$ cat config.mk
export PLATFORM = sky130hd
export DESIGN_NAME = ahfc_kind_lookup
export DESIGN_NICKNAME = d
export VERILOG_FILES = /design/src/sv/ahfc_pkg.sv /design/src/sv/ahfc_kind_lookup.sv
export SDC_FILE = /design/constraint.sdc
export NUM_CORES = 1
export LEC_CHECK = 0
export BUFFER_PORTS_ARGS = -buffer_cell sky130_fd_sc_hd__buf_2
export CORE_AREA = 2 2 39 41
export DETAILED_ROUTE_END_ITERATION = 10
export DIE_AREA = 0 0 41 43
export SLEW_MARGIN = 20
export SYNTH_ARGS = -nofsm -noshare
export SYNTH_HDL_FRONTEND = slang
export SYNTH_SLANG_ARGS = --single-unit
$ cat constraint.sdc
create_clock -name vclk -period 1.6
set_clock_uncertainty 0.05 [all_clocks]
set_input_delay 0.16 -clock vclk [all_inputs]
set_output_delay 0.16 -clock vclk [all_outputs]
set_load 0.01 [all_outputs]
$ cat src/sv/ahfc_pkg.sv
// Shared types, constants and a helper function for the ASCII hex frame checker.
package ahfc_pkg;

   localparam int HEADER_BYTES = 15;
   localparam int POS_W        = 9;
   localparam int SUM_W        = POS_W + 1;
   localparam int LINK_SLOTS   = 4;
   localparam int SERVER_SLOTS = 8;

   typedef logic [POS_W-1:0] pos_type;
   typedef logic [SUM_W-1:0] sum_type;

   localparam pos_type POS_KIND_HI = pos_type'(11);
   localparam pos_type POS_KIND_LO = pos_type'(12);
   localparam pos_type POS_LEN_HI  = pos_type'(13);
   localparam pos_type POS_LEN_LO  = pos_type'(14);
   localparam pos_type POS_MAX     = '1;

   typedef enum logic {
      MODE_LINK   = 1'b0,
      MODE_SERVER = 1'b1
   } mode_type;

   typedef enum logic [1:0] {
      STATUS_OK       = 2'd0,
      STATUS_CHECKSUM = 2'd1,
      STATUS_LENGTH   = 2'd2,
      STATUS_DIGIT    = 2'd3
   } status_type;

   localparam logic [7:0] LINK_TABLE [LINK_SLOTS] = '{8'h40, 8'h41, 8'h42, 8'h43};
   localparam logic [7:0] SERVER_TABLE [SERVER_SLOTS] =
      '{8'h0B, 8'h14, 8'h16, 8'h17, 8'h20, 8'h21, 8'h22, 8'h23};

   typedef struct packed {
      logic       known;
      logic [2:0] slot;
   } lookup_type;

   typedef struct packed {
      logic       bad;
      logic [3:0] nib;
   } nibble_type;

   // Decodes one ASCII hex character; anything else is flagged and reads as zero.
   function automatic nibble_type hex_nibble(input logic [7:0] c);
      nibble_type r;
      r.bad = 1'b0;
      r.nib = 4'h0;
      if (c >= 8'h30 && c <= 8'h39) begin
         r.nib = 4'(c - 8'h30);
      end else if (c >= 8'h41 && c <= 8'h46) begin
         r.nib = 4'(c - 8'h37);
      end else if (c >= 8'h61 && c <= 8'h66) begin
         r.nib = 4'(c - 8'h57);
      end else begin
         r.bad = 1'b1;
      end
      return r;
   endfunction

endpackage

$ cat src/sv/ahfc_kind_lookup.sv
// Handler table lookup of a frame type in the table of the selected mode.
module ahfc_kind_lookup (
   input  ahfc_pkg::mode_type   mode,
   input  logic [7:0]           kind,
   output ahfc_pkg::lookup_type result
);
   import ahfc_pkg::*;

   lookup_type link_hit;
   lookup_type server_hit;

   // Scanning from the top down leaves the lowest matching slot.
   always_comb begin
      link_hit = '0;
      for (int i = LINK_SLOTS - 1; i >= 0; i--) begin
         if (LINK_TABLE[i] == kind) begin
            link_hit.known = 1'b1;
            link_hit.slot  = 3'(i);
         end
      end
   end

   always_comb begin
      server_hit = '0;
      for (int i = SERVER_SLOTS - 1; i >= 0; i--) begin
         if (SERVER_TABLE[i] == kind) begin
            server_hit.known = 1'b1;
            server_hit.slot  = 3'(i);
         end
      end
   end

   assign result = (mode == MODE_SERVER) ? server_hit : link_hit;

endmodule

==> results.py <==
metrics = {
    "layout": {
        "multi_input_area_sq_um": 185,
        "fin_area_sq_um": 338,
        "num-fill-cells": 158,
        "area_growth_pct": 111,
        "clkbuf_count": 0,
        "drive_above_1_share": 0.548,
        "nets": 53,
        "seqCellArea_sq_um": 0,
        "nFlopsAndLatches": 0,
        "antenna_cells": 0,
    },
    "placement": {
        "gp_congestion": 0.717,
        "io_buffers": 13,
        "postPlaceCellArea_sq_um": 275,
        "hpwl_microns": 418,
    },
    "sta": {
        "rsz0062_at_grt": "true",
        "fin_ws_ps": -206,
        "hold_violations": 0,
        "setup_viol": 4,
        "timing.hold.ws_ps": 600,
        "slew_violations": 0,
        "tightest_slew_ps": 318,
        "fin_crit_sh": 1.13,
        "max_freq_ghz": 0.554,
        "post-route-min-period_ps": 1810,
        "slew_headroom": 0.787,
    },
    "power": {
        "p_per_area_nw_per_um2": 168,
        "leakage_uw": 0.000162,
        "power.total_uw": 56.9,
        "ir_worst_vdd_mv": 0.0648,
    },
    "hold_path": {
        "min_path_type": "input port to output port",
    },
    "floorplanning": {
        "die_h_microns": 43,
        "start_util": 0.116,
        "die_w_microns": 41,
        "dieArea_sq_um": 1760,
        "core_area_sq_um": 1380,
        "pin_count": 13,
        "rows": 14,
    },
    "worst_setup_path": {
        "worst-path-max-fanout": 3,
        "end_kind": "output port",
        "startpoint_type": "input port",
        "critPathRequiredTime_ps": 1390,
        "crit_type": "input port to output port",
        "critPathArrivalTime_ps": 1600,
    },
    "route": {
        "num_vias": 236,
        "drt_iter0_markers": 5,
        "first_pass_iters": 4,
        "wl_microns": 522,
        "wl_per_cell_microns": 9.00,
        "drcViolationCount": 0,
        "ant_nets": 0,
        "viasPerCell": 4.07,
    },
    "global_route": {
        "antenna_found_initial": 0,
        "grt_overflow": 0,
        "grt_use_total": 0.0609,
        "grt_pass1_wl_microns": 800,
        "grt_pass1_vias": 207,
        "grt_max_degree": 7,
    },
    "synthesis": {
        "syn_nets": 32,
        "synth_warnings": 0,
        "yosysSeqAreaShare": 0,
        "ys_types": 16,
        "syn_inst": 23,
        "syn_area_per_cell_sq_um": 6.96,
        "syn_area_sq_um": 160,
    },
    "clock_tree": {
        "cts_hold_buf": 0,
    },
    "status": {
        "status": "complete, but fails checks",
        "failed_checks": "setup timing",
    },
    "job": {
        "cap_viol_max_count": 0,
    },
}
## through the flow
stage | std cells | setup TNS [ps] | utilization | setup slack, ps
2_1_floorplan | 23 | 0 | - | 48.2
3_3_place_gp | 56 | -571 | 0.199 | -185
3_5_place_dp | 56 | -605 | 0.199 | -197
4_1_cts | 58 | -501 | 0.244 | -185
5_1_grt | 58 | -771 | 0.244 | -258
6_report | 58 | -565 | 0.244 | -206
## Yosys cell counts
library cell | n | area, sq um
nor2_1 | 4 | 15.0
and2_1 | 3 | 18.8
a21oi_1 | 2 | 10.0
nor3b_1 | 2 | 15.0
a21boi_1 | 1 | 7.51
and4b_1 | 1 | 10.0
inv_1 | 1 | 3.75
nand2_1 | 1 | 3.75
nand3_1 | 1 | 5.00
o2111ai_1 | 1 | 8.76
o21a_1 | 1 | 7.51
o2bb2ai_1 | 1 | 8.76
o32a_1 | 1 | 10.0
o41ai_2 | 1 | 16.3
or3b_1 | 1 | 8.76
or4_4 | 1 | 11.3
## critical path: stages
cell and delay (ps):
buf_6 90, or4_4 550, buf_12 150, o41ai_4 270
a21oi_1 80, o21a_1 170, buf_2 130
## routing by layer
layer  up-vias  part of all wire  global-route usage
met5         -                 0                   0
met4         0                 0                   0
met3         0             0.094             0.00524
met2         9              0.47               0.106
met1        96              0.43              0.0823
li1        131                 -                   -
## power breakdown
group	internal (uW)	total, uW	switching [uW]
logic	30.9	56.9	26.0
registers	0	0	0
clock network	0	0	0
total	30.9	56.9	26.0
## logic make-up (layout without fill, tap and decap cells)
family	count (synthesis)	count (layout)	share of synthesized area
simple gates	14	14	0.547
buf+inv	1	20	0.0234
compound gates	8	8	0.430
## placed cells by master, fill, tap and decap left out
cell / netlist / routed
o32a_1: 1 / 1
a21boi_1: 1 / 1
o2111ai_1: 1 / 1
o41ai_4: 0 / 1
and4b_1: 1 / 1
buf_6: 0 / 1
nor3b_4: 0 / 1
buf_12: 0 / 1
inv_1: 1 / 1
and2_1: 3 / 3
o21a_1: 1 / 1
or4_4: 1 / 1
buf_2: 0 / 12
o2bb2ai_2: 0 / 1
buf_4: 0 / 5
nand3_1: 1 / 1
nor3b_1: 2 / 1
nand2_1: 1 / 1
or3b_1: 1 / 1
nor2_1: 4 / 4
a21oi_1: 2 / 2
## cell type report
type                       instances  area share
tap                               16      0.0593
inverter                           1      0.0111
multi-input combinational         22       0.548
timing repair buffer              19       0.381
## path summary, 6_finish.rpt
kind | slack, ps | startpoint | depth (start not counted) | to
worst max-delay path | -210 | kind[6] | 7 | result[1]
worst min-delay path | 600 | kind[1] | 3 | result[1]
## timing repair
| item | in CTS | in global routing |
|---|---|---|
| pin swaps | 8 | 0 |
| setup buffers | 2 | 0 |
| gates resized for setup | 5 | 0 |
| endpoints found under the setup margin | 4 | 4 |
(Power assumes the default switching activity.)
